==> src/rtl/rdc_pkg.sv <==
// Package for the radix digit converter: field widths, radix limits,
// ASCII constants and the digit-to-character function.
// No dependencies.
package rdc_pkg;

  localparam int VALUE_BITS_DEF  = 31;
  localparam int DIGIT_DEPTH_DEF = 32;

  localparam int BASE_BITS  = 6;
  localparam int DIGIT_BITS = 6;
  localparam int CHAR_BITS  = 8;

  localparam logic [BASE_BITS-1:0]  MIN_BASE      = 6'd2;
  localparam logic [BASE_BITS-1:0]  MAX_BASE      = 6'd36;
  localparam logic [DIGIT_BITS-1:0] DECIMAL_LIMIT = 6'd10;
  localparam logic [CHAR_BITS-1:0]  CHAR_ZERO     = 8'h30;
  localparam logic [CHAR_BITS-1:0]  CHAR_A        = 8'h41;

  // Digits below ten map to '0'..'9', the rest to 'A' onward.
  function automatic logic [CHAR_BITS-1:0] ascii_of(input logic [DIGIT_BITS-1:0] d);
    logic [CHAR_BITS-1:0] d_ext;
    d_ext = {{(CHAR_BITS-DIGIT_BITS){1'b0}}, d};
    if (d < DECIMAL_LIMIT) begin
      ascii_of = CHAR_ZERO + d_ext;
    end else begin
      ascii_of = CHAR_A + d_ext - {{(CHAR_BITS-DIGIT_BITS){1'b0}}, DECIMAL_LIMIT};
    end
  endfunction

endpackage

==> src/rtl/radix_digit_converter.sv <==
// Radix digit converter top level: converts an integer to base-N digits.
// Each digit is produced by the bit-serial divider and pushed onto the digit RAM;
// the digits are then popped from the digit RAM one at a time and presented.
// A new value is accepted only once every digit of the last one has been taken.
// A bad base or a zero value gives its single result, registered, in the next cycle.
// Reset (rst_n, synchronous, active low) clears the sequencer and output valid.
module radix_digit_converter #(
  parameter int VALUE_BITS  = rdc_pkg::VALUE_BITS_DEF,
  parameter int DIGIT_DEPTH = rdc_pkg::DIGIT_DEPTH_DEF
) (
  input  logic                           clk,
  input  logic                           rst_n,
  input  logic                           in_valid,
  output logic                           in_stall,
  input  logic [VALUE_BITS-1:0]          in_value,
  input  logic [rdc_pkg::BASE_BITS-1:0]  in_base,
  output logic                           out_valid,
  input  logic                           out_stall,
  output logic [rdc_pkg::DIGIT_BITS-1:0] out_digit_value,
  output logic [rdc_pkg::CHAR_BITS-1:0]  out_digit_char,
  output logic                           out_last_digit,
  output logic                           out_empty_result,
  output logic                           out_bad_base
);
  import rdc_pkg::*;

  localparam int AW = $clog2(DIGIT_DEPTH);
  localparam int SW = $clog2(DIGIT_DEPTH + 1);

  localparam logic [1:0] S_IDLE = 2'd0;
  localparam logic [1:0] S_DIV  = 2'd1;
  localparam logic [1:0] S_POP  = 2'd2;
  localparam logic [1:0] S_RD   = 2'd3;

  logic [1:0]    state_r, state_nxt;
  logic [SW-1:0] sp_r, sp_nxt;
  logic [SW-1:0] sp_dec;

  logic                  out_valid_r, out_valid_nxt;
  logic [DIGIT_BITS-1:0] out_digit_r, out_digit_nxt;
  logic [CHAR_BITS-1:0]  out_char_r, out_char_nxt;
  logic                  out_last_r, out_last_nxt;
  logic                  out_empty_r, out_empty_nxt;
  logic                  out_bad_r, out_bad_nxt;

  logic                  in_accept;
  logic                  out_take;
  logic                  base_bad;
  logic                  value_zero;
  logic [BASE_BITS-1:0]  base_r, base_nxt;

  logic                  div_start;
  logic [VALUE_BITS-1:0] div_dividend;
  logic                  div_done;
  logic [VALUE_BITS-1:0] div_quotient;
  logic [BASE_BITS-1:0]  div_remainder;

  logic                  ram_we;
  logic                  ram_re;
  logic [DIGIT_BITS-1:0] ram_rdata;

  assign in_stall   = (state_r != S_IDLE) || out_valid_r;
  assign in_accept  = in_valid && !in_stall;
  assign out_take   = out_valid_r && !out_stall;
  assign base_bad   = (in_base < MIN_BASE) || (in_base > MAX_BASE);
  assign value_zero = (in_value == '0);
  assign sp_dec     = sp_r - SW'(1);

  // Divider start: first digit from the input, later ones from the quotient.
  assign div_start = (in_accept && !base_bad && !value_zero) ||
                     ((state_r == S_DIV) && div_done && (div_quotient != '0));
  assign div_dividend = (state_r == S_IDLE) ? in_value : div_quotient;

  // Push a remainder while the stack has room; later digits are dropped.
  assign ram_we = (state_r == S_DIV) && div_done && (sp_r < SW'(DIGIT_DEPTH));
  assign ram_re = (state_r == S_POP) && (!out_valid_r || !out_stall);

  rdc_divider #(
    .VALUE_BITS (VALUE_BITS)
  ) u_divider (
    .clk       (clk),
    .rst_n     (rst_n),
    .start     (div_start),
    .dividend  (div_dividend),
    .divisor   ((state_r == S_IDLE) ? in_base : base_r),
    .done      (div_done),
    .quotient  (div_quotient),
    .remainder (div_remainder)
  );

  rdc_ram #(
    .WIDTH (DIGIT_BITS),
    .DEPTH (DIGIT_DEPTH)
  ) u_stack (
    .clk   (clk),
    .we    (ram_we),
    .waddr (sp_r[AW-1:0]),
    .wdata (div_remainder),
    .re    (ram_re),
    .raddr (sp_dec[AW-1:0]),
    .rdata (ram_rdata)
  );

  // Sequencer and output register.
  always_comb begin
    state_nxt     = state_r;
    sp_nxt        = sp_r;
    base_nxt      = base_r;
    out_valid_nxt = out_take ? 1'b0 : out_valid_r;
    out_digit_nxt = out_digit_r;
    out_char_nxt  = out_char_r;
    out_last_nxt  = out_last_r;
    out_empty_nxt = out_empty_r;
    out_bad_nxt   = out_bad_r;
    case (state_r)
      S_IDLE: begin
        if (in_accept) begin
          if (base_bad || value_zero) begin
            out_valid_nxt = 1'b1;
            out_digit_nxt = '0;
            out_char_nxt  = '0;
            out_last_nxt  = 1'b1;
            out_empty_nxt = !base_bad;
            out_bad_nxt   = base_bad;
          end else begin
            base_nxt  = in_base;
            sp_nxt    = '0;
            state_nxt = S_DIV;
          end
        end
      end
      S_DIV: begin
        if (div_done) begin
          if (ram_we) begin
            sp_nxt = sp_r + SW'(1);
          end
          if (div_quotient == '0) begin
            state_nxt = S_POP;
          end
        end
      end
      S_POP: begin
        if (ram_re) begin
          sp_nxt    = sp_dec;
          state_nxt = S_RD;
        end
      end
      S_RD: begin
        out_valid_nxt = 1'b1;
        out_digit_nxt = ram_rdata;
        out_char_nxt  = ascii_of(ram_rdata);
        out_last_nxt  = (sp_r == '0);
        out_empty_nxt = 1'b0;
        out_bad_nxt   = 1'b0;
        state_nxt     = (sp_r == '0) ? S_IDLE : S_POP;
      end
      default: begin
        state_nxt = S_IDLE;
      end
    endcase
  end

  // Control registers.
  always_ff @(posedge clk) begin
    if (!rst_n) begin
      state_r     <= S_IDLE;
      sp_r        <= '0;
      out_valid_r <= 1'b0;
    end else begin
      state_r     <= state_nxt;
      sp_r        <= sp_nxt;
      out_valid_r <= out_valid_nxt;
    end
  end

  // Payload registers.
  always_ff @(posedge clk) begin
    base_r      <= base_nxt;
    out_digit_r <= out_digit_nxt;
    out_char_r  <= out_char_nxt;
    out_last_r  <= out_last_nxt;
    out_empty_r <= out_empty_nxt;
    out_bad_r   <= out_bad_nxt;
  end

  assign out_valid        = out_valid_r;
  assign out_digit_value  = out_digit_r;
  assign out_digit_char   = out_char_r;
  assign out_last_digit   = out_last_r;
  assign out_empty_result = out_empty_r;
  assign out_bad_base     = out_bad_r;

endmodule

==> src/rtl/rdc_ram.sv <==
// Generic single-write, single-read RAM with a registered read port.
// No dependencies.
module rdc_ram #(
  parameter int WIDTH = 6,
  parameter int DEPTH = 32
) (
  input  logic                     clk,
  input  logic                     we,
  input  logic [$clog2(DEPTH)-1:0] waddr,
  input  logic [WIDTH-1:0]         wdata,
  input  logic                     re,
  input  logic [$clog2(DEPTH)-1:0] raddr,
  output logic [WIDTH-1:0]         rdata
);

  logic [WIDTH-1:0] mem [DEPTH];
  logic [WIDTH-1:0] rdata_r;

  // Write port and registered read port.
  always_ff @(posedge clk) begin
    if (we) begin
      mem[waddr] <= wdata;
    end
    if (re) begin
      rdata_r <= mem[raddr];
    end
  end

  assign rdata = rdata_r;

endmodule

==> src/rtl/rdc_divider.sv <==
// Bit-serial restoring divider: one quotient bit per cycle.
// Depends on rdc_pkg for the radix width.
module rdc_divider #(
  parameter int VALUE_BITS = rdc_pkg::VALUE_BITS_DEF
) (
  input  logic                           clk,
  input  logic                           rst_n,
  input  logic                           start,
  input  logic [VALUE_BITS-1:0]          dividend,
  input  logic [rdc_pkg::BASE_BITS-1:0]  divisor,
  output logic                           done,
  output logic [VALUE_BITS-1:0]          quotient,
  output logic [rdc_pkg::BASE_BITS-1:0]  remainder
);
  import rdc_pkg::*;

  localparam int CW = $clog2(VALUE_BITS + 1);

  logic [VALUE_BITS-1:0] q_r, q_nxt;
  logic [BASE_BITS-1:0]  rem_r, rem_nxt;
  logic [BASE_BITS-1:0]  div_r, div_nxt;
  logic [CW-1:0]         cnt_r, cnt_nxt;
  logic                  busy_r, busy_nxt;
  logic                  done_r, done_nxt;

  logic [BASE_BITS:0] rem_sh;
  logic [BASE_BITS:0] rem_sub;
  logic               ge;

  // One restoring step: shift in the next dividend bit and try a subtract.
  assign rem_sh  = {rem_r, q_r[VALUE_BITS-1]};
  assign rem_sub = rem_sh - {1'b0, div_r};
  assign ge      = (rem_sh >= {1'b0, div_r});

  // Sequencing of the iterations.
  always_comb begin
    q_nxt    = q_r;
    rem_nxt  = rem_r;
    div_nxt  = div_r;
    cnt_nxt  = cnt_r;
    busy_nxt = busy_r;
    done_nxt = 1'b0;
    if (start) begin
      q_nxt    = dividend;
      rem_nxt  = '0;
      div_nxt  = divisor;
      cnt_nxt  = CW'(VALUE_BITS);
      busy_nxt = 1'b1;
    end else if (busy_r) begin
      q_nxt   = {q_r[VALUE_BITS-2:0], ge};
      rem_nxt = ge ? rem_sub[BASE_BITS-1:0] : rem_sh[BASE_BITS-1:0];
      cnt_nxt = cnt_r - CW'(1);
      if (cnt_r == CW'(1)) begin
        busy_nxt = 1'b0;
        done_nxt = 1'b1;
      end
    end
  end

  // Control registers.
  always_ff @(posedge clk) begin
    if (!rst_n) begin
      busy_r <= 1'b0;
      done_r <= 1'b0;
      cnt_r  <= '0;
    end else begin
      busy_r <= busy_nxt;
      done_r <= done_nxt;
      cnt_r  <= cnt_nxt;
    end
  end

  // Datapath registers.
  always_ff @(posedge clk) begin
    q_r   <= q_nxt;
    rem_r <= rem_nxt;
    div_r <= div_nxt;
  end

  assign done      = done_r;
  assign quotient  = q_r;
  assign remainder = rem_r;

endmodule
==> config.mk <==
export PLATFORM = sky130hd
export DESIGN_NAME = radix_digit_converter
export DESIGN_NICKNAME = d
export VERILOG_FILES = /design/src/rtl/rdc_pkg.sv /design/src/rtl/radix_digit_converter.sv /design/src/rtl/rdc_ram.sv /design/src/rtl/rdc_divider.sv
export SDC_FILE = /design/constraint.sdc
export NUM_CORES = 1
export LEC_CHECK = 0
export ABC_AREA = 1
export BUFFER_PORTS_ARGS = -buffer_cell sky130_fd_sc_hd__buf_2
export CAP_MARGIN = 20
export CORE_MARGIN = 3
export CORE_UTILIZATION = 55
export CTS_BUF_LIST = sky130_fd_sc_hd__clkbuf_16
export CTS_CLUSTER_SIZE = 28
export DETAILED_ROUTE_END_ITERATION = 7
export PLACE_DENSITY = 0.75
export SLEW_MARGIN = 30
export SYNTH_ARGS = -nofsm -noshare
export SYNTH_HDL_FRONTEND = slang
export SYNTH_SLANG_ARGS = --single-unit
==> constraint.sdc <==
create_clock -name clk -period 4 [get_ports clk]
set_input_delay 0.8 -clock clk [delete_from_list [all_inputs] [get_ports clk]]
set_output_delay 0.8 -clock clk [all_outputs]
set_load 0.05 [all_outputs]
Word-level counts from Yosys, hierarchy flattened:

Memory sizes are Yosys's and may differ from the RTL's. A register that Yosys moved wholly into a read port is not among the register bits.
Cells that the tools add are included.

* bitwise logic cells: 3
* reductions and logical operators: 33
* eq/ne operators: 12
* multiplexer cells: 46
* magnitude comparators: 5
* $add $sub $neg: 7

Operators by type and width (count)
* $mux 31: 3
* $logic_not 31->1: 2
* $mux 6: 9
* $reduce_bool 31->1: 1
* $mux 8: 3
* $pmux 6 s3: 1
* $pmux 8 s2: 1
* $mux 1: 15
* $mux 2: 6
* $pmux 6 s2: 1
* $mux 5: 2
* $add 7x6->8 const A: 1
* $logic_and 1x1->1: 8
* $ne 2x1->1 const B: 4
* $ne 2x2->1 const B: 4
* $pmux 1 s2: 4
* $pmux 2 s4: 1
* $sub 8x4->8 const B: 1
* $add 6x6->7 const A: 1
* $ge 7x6->1: 1
* $add 6x1->6 const B: 1
* $gt 6x6->1 const B: 1
* $logic_not 6->1: 1
* $lt 6x2->1 const B: 1
* 19 further kinds: 33

* memories kept: 1
* bits of input ports: 41
* bits in writable memories: 192
* register bits: 82
* word-level logic and storage cells: 122

Memories
* u_stack.mem: depth 32, bits a word 6, read ports 1, clocked after Yosys merged registers in 1, write ports 1, RTL line rdc_ram.sv:16 `logic [WIDTH-1:0] mem [DEPTH];`

Logic depth before layout (Yosys ltp):

* depth after elaboration: 9
* mapped depth: 15
* mapped depth without buffers: 11

By module:

From an unflattened synthesis, not the netlist that was laid out.

* cell total of the unflattened synthesis: 1366
* area total of the unflattened synthesis: 13060.0 um^2

Modules (own cells, without submodules)
* rdc_ram: cells an instance 704, area each 8137.8 um^2, sequential area each 5945.7 um^2, instances 1
* rdc_divider: cells an instance 272, area each 2471.1 um^2, sequential area each 1371.3 um^2, instances 1
* radix_digit_converter: cells an instance 390, area each 2451.1 um^2, sequential area each 840.8 um^2, instances 1

Worst setup path before layout:

Ideal clock, no wire load.

* path type: input port to flip-flop
* start: in in_value[22]
* end: reg u_divider.q_r[0], in the netlist u_divider.quotient[0], enable pin
* arrival: 3.843 ns
* stages: 9
* slack: -0.305 ns
* required time: 3.538 ns
* buffers on the path: 1
* cell sequence: nor2_1 nand2_1 nor2_1 nand2_1 o21ai_2 or2_4 nand2_4 buf_2 o21ai_0

* cells in the longest elaborated chain, start to end: 6
* elaborated cells between the ends (all ways): 7
* those cells by class: 1 x eq/ne; 6 x reduce/logical

Ends and longest elaborated chain
* start, declared: RTL line radix_digit_converter.sv:15 `input logic [VALUE_BITS-1:0] in_value,`
* $logic_not 31->1 (*): RTL line radix_digit_converter.sv:66 `assign value_zero = (in_value == '0);`
* $logic_not 1->1 (*): RTL line radix_digit_converter.sv:70 `assign div_start = (in_accept && !base_bad && !value_zero) ||`
* $logic_and 1x1->1 (*): RTL line radix_digit_converter.sv:70
* $logic_or 1x1->1 (*): RTL line radix_digit_converter.sv:70
* $ne 2x1->1 (no source line) / $reduce_bool 2->1 (equally long branches)
* $reduce_and 2->1 (no source line) (*)
* end signal, assigned: RTL line rdc_divider.sv:75 `q_r <= q_nxt;`
* end, declared: RTL line rdc_divider.sv:19 `logic [VALUE_BITS-1:0] q_r, q_nxt;`

Every way passes the cells marked *; elsewhere a longest branch is shown, timed or not.
A chain may end at the register's enable or synchronous reset.

Final worst setup path:

* start: reg sp_r[1]
* end: reg u_stack.rdata_r[4], in the netlist u_stack.rdata[4] (read register of u_stack.mem) (data pin)

* cells in the longest elaborated chain, start to end: 1

Ends and longest elaborated chain
* start, declared: RTL line radix_digit_converter.sv:36 `logic [SW-1:0] sp_r, sp_nxt;`
* start signal, assigned: RTL line radix_digit_converter.sv:171 `sp_r <= sp_nxt;`
* $sub 6x1->6: RTL line radix_digit_converter.sv:67 `assign sp_dec = sp_r - SW'(1);`
* end, declared: RTL line rdc_ram.sv:17 `logic [WIDTH-1:0] rdata_r;`

Every way passes these cells.

==> key figures <==
Run status
  – Outcome: completed

Place
  – Port bufs: 58
  – DP Wirelength: 16.6 mm
  – Worst slack at placement: 985 ps
  – Gp weighted congestion: about 0.86
  – Number of placed cells counting well taps: 1490

Clock tree
  – Htree depth: 1
  – Setup Buffers After CTS: 0
  – Clk_lat worst skew: 540 ps
  – Clock Sinks: 279
  – Reg clk slew, reported paths: 60 ps
  – Num CTS Buffers: 29
  – Post_cts resized: 0
  – # hold bufs at CTS: 0
  – Maximum root-to-sink buffer count: 3
  – Root Buffer: clkbuf_16
  – CTS tree: yes

Critical path
  – CP Max Fanout: 72
  – Worst setup EP type: flop
  – Startpoint types: flop
  – CP required: approximately 4400 ps
  – Crit Path Class: reg2reg
  – Reg2Reg Setup Slack: around 1100 ps
  – CP arrival: between 3000 and 4000 ps

GRT
  – First-pass GRT wire length: 42.6 mm
  – Largest net degree at the start of global routing: 103
  – GRT Util Overall: 21.6%
  – Gr ovfl total: 0
  – Vias in the first global route: 8347
  – Initial antenna violation count: 0

Cells and area
  – Layout area overhead: 11.7%
  – Layout cells sized above 1: 12.4%
  – Final Non-Filler Cells: about 1500
  – Fin nets: 1304
  – Antenna Cells: 0

Route
  – Wirelength per Cell: about 17 µm
  – Via density: 5.58
  – Drt pass-1 iters: 5
  – Post-DRT Antenna Nets: 0
  – Initial drt markers: 828
  – DRT Wirelength: 26.7 mm
  – Via count: 8616
  – DRC viols: 0

Power and ir drop
  – Sequential share of power: 36.1%
  – VDD IR max: 0.410 mV
  – NetSw: 4510 µW
  – Clock network power share: between 20% and 30%
  – Switching fraction of total power: between 30% and 40%
  – Comb power frac: between 30% and 40%
  – Total internal power: 6830 µW
  – Leakage: about 0.0053 µW
  – Power Dens Cells: a little over 800 nW/µm²

Floorplan
  – Die X: 157 µm
  – Top-Level Pins: 60
  – Die height: 157 µm
  – Core Region: 22100 µm²
  – Starting density of the core: 56.8%
  – Die Area: 24700 µm²
  – Row Count: 54

Worst hold path
  – Worst hold path class: in2reg

Timing
  – Min cycle time layout: 2950 ps
  – Worst clock skew: 19.6 ps
  – # setup viols final: 0
  – Hold Vio Cnt, Final: 0
  – TNS Setup: 0 ps
  – Max-slew violations: 0
  – RSZ-0062 raised after global routing: false
  – Highest clock rate: 339 MHz
  – Slew @ Worst Pin: between 900 and 1000 ps
  – Hold Slack: about 460 ps
  – Fin crit share: approximately three quarters
  – Post-route setup slack: between 1000 and 1500 ps
  – Max_slew headroom: 36.6%

Yosys
  – Synth top area share: 61.5%
  – Distinct cell type count of the synthesized netlist: 39
  – Async SR Flop Fraction: 0%
  – Synth Register Bits: between 200 and 300
  – Dominant synthesized flop cell: edfxtp_1
  – Syn_area_per_cell: between 10 and 15 µm²
  – Top cells by count, synth: edfxtp_1 (257), nor2_1 (249), nand2_1 (177), o21ai_0 (146), inv_1 (71)
  – Post-synth EDFFs: 257
  – Yosys top cell by area: edfxtp_1
  – Mapped Nets: 1260
  – Synth top area cells: edfxtp_1 (62%), nor2_1 (7.4%), o21ai_0 (5.8%), nand2_1 (5.3%), dfxtp_1 (3.5%)
  – Most numerous cell in the Yosys netlist: edfxtp_1
  – Cells after Synth: approximately 1200
  – Post-synthesis sequential area ratio: 65.0%
  – Ys Warns: 0
  – Syn Std Cell Area: 12500 µm²

Job
  – Max_cap viols: 0
[layer usage]
| metal | part of all wire, % | vias up | global-route usage [%] |
|---|---|---|---|
| met5 | 0 | - | 0 |
| met4 | 2.3 | 0 | 5.79 |
| met3 | 6.9 | 50 | 3.19 |
| met2 | 48 | 300 | 36.9 |
| met1 | 42 | 4057 | 29.1 |
| li1 | - | 4209 | - |
[power by group through the flow]
stage,sequential [µW],clock [µW],combinational (µW)
final,4090,2790,4460
after global routing,4120,2950,4930
after CTS,4080,2820,4440
after detailed placement,4140,0,4420
after floorplan,4340,0,2960
after global placement,4140,0,4330
[critical path: stages (launching register included)]
cell,delay [ps]
dfxtp_1,510
inv_1,140
ha_2,710
buf_12,340
o21ai_0,170
o211ai_1,290
nand3_1,160
o21ai_1,120
inv_1,60
o21ai_1,220
[cell usage in the layout, fill, tap and decap left out, types with 2 or more instances in the layout]
| cell type | Yosys | final |
|---|---|---|
| xor2_1 | 7 | 7 |
| a31oi_1 | 3 | 3 |
| bufinv_16 | 0 | 6 |
| ha_1 | 21 | 20 |
| nor3_1 | 6 | 6 |
| nand3_1 | 26 | 26 |
| o21ai_0 | 146 | 144 |
| nand3b_1 | 2 | 2 |
| o21ai_2 | 1 | 2 |
| nand2_1 | 177 | 177 |
| clkinv_1 | 0 | 5 |
| nor2_1 | 249 | 249 |
| xnor2_1 | 2 | 2 |
| clkbuf_16 | 0 | 29 |
| clkinv_4 | 0 | 2 |
| o21ai_1 | 31 | 32 |
| edfxtp_1 | 257 | 257 |
| o211ai_1 | 36 | 36 |
| nand2_2 | 21 | 21 |
| inv_2 | 5 | 5 |
| nor2_2 | 3 | 3 |
| dfxtp_1 | 22 | 21 |
| nand4_1 | 13 | 13 |
| inv_1 | 71 | 76 |
| buf_2 | 23 | 58 |
| or2_2 | 3 | 3 |
| clkinv_2 | 0 | 5 |
| buf_4 | 5 | 10 |
| a21oi_1 | 25 | 25 |
[sequential cells by signal (all words and copies together), names as in the netlist]
| name | flops |
|---|---|
| base_r | 6 |
| out_bad_base | 1 |
| out_digit_char | 7 |
| out_digit_value | 6 |
| out_empty_result | 1 |
| out_last_digit | 1 |
| out_valid | 1 |
| sp_r | 6 |
| state_r | 2 |
| u_divider.busy_r | 1 |
| u_divider.cnt_r | 5 |
| u_divider.div_r | 6 |
| u_divider.done | 1 |
| u_divider.quotient | 31 |
| u_divider.remainder | 6 |
| u_stack.mem | 192 |
| u_stack.rdata | 6 |
[cell type report]
cell class | instances | area [µm²]
Clock buffer | 29 | 726
Clock inverter | 25 | 277
Fill cell | 1693 | 8080
Inverter | 77 | 292
Multi-Input combinational cell | 784 | 3810
Sequential cell | 279 | 8160
Tap cell | 280 | 350
Timing Repair Buffer | 70 | 397
[cell families after synthesis]
family	share of synthesized area, %
xor+xnor	0.888
compound gates	10.6
flops	65.0
other cells	0.0299
simple gates	16.6
fa+ha+maj	2.25
buf+inv	4.65
[final timing paths]
kind | startpoint | endpoint | depth (start not counted)
setup reg to reg | sp_r[1]$_SDFFE_PN0P_ | u_stack.rdata[4]$_DFFE_PP_ | 9
setup / recovery | sp_r[1]$_SDFFE_PN0P_ | u_stack.rdata[4]$_DFFE_PP_ | 9
hold / removal | in_base[4] | base_r[4]$_DFFE_PP_ | 1
hold reg to reg | base_r[2]$_DFFE_PP_ | u_divider.div_r[2]$_DFFE_PN_ | 2
[per-stage QoR]
| step | total power (µW) | cell area (µm²) | util (%) |
|---|---|---|---|
| CTS | 11300 | 14000 | 63.4 |
| floorplan | 7290 | 12500 | - |
| detailed placement | 8560 | 13000 | 58.9 |
| global route | 12000 | 14000 | 63.4 |
| finish | 11300 | 14000 | 63.4 |
| global placement | 8470 | 13000 | 58.9 |
Power figures use the tool's default switching activity.
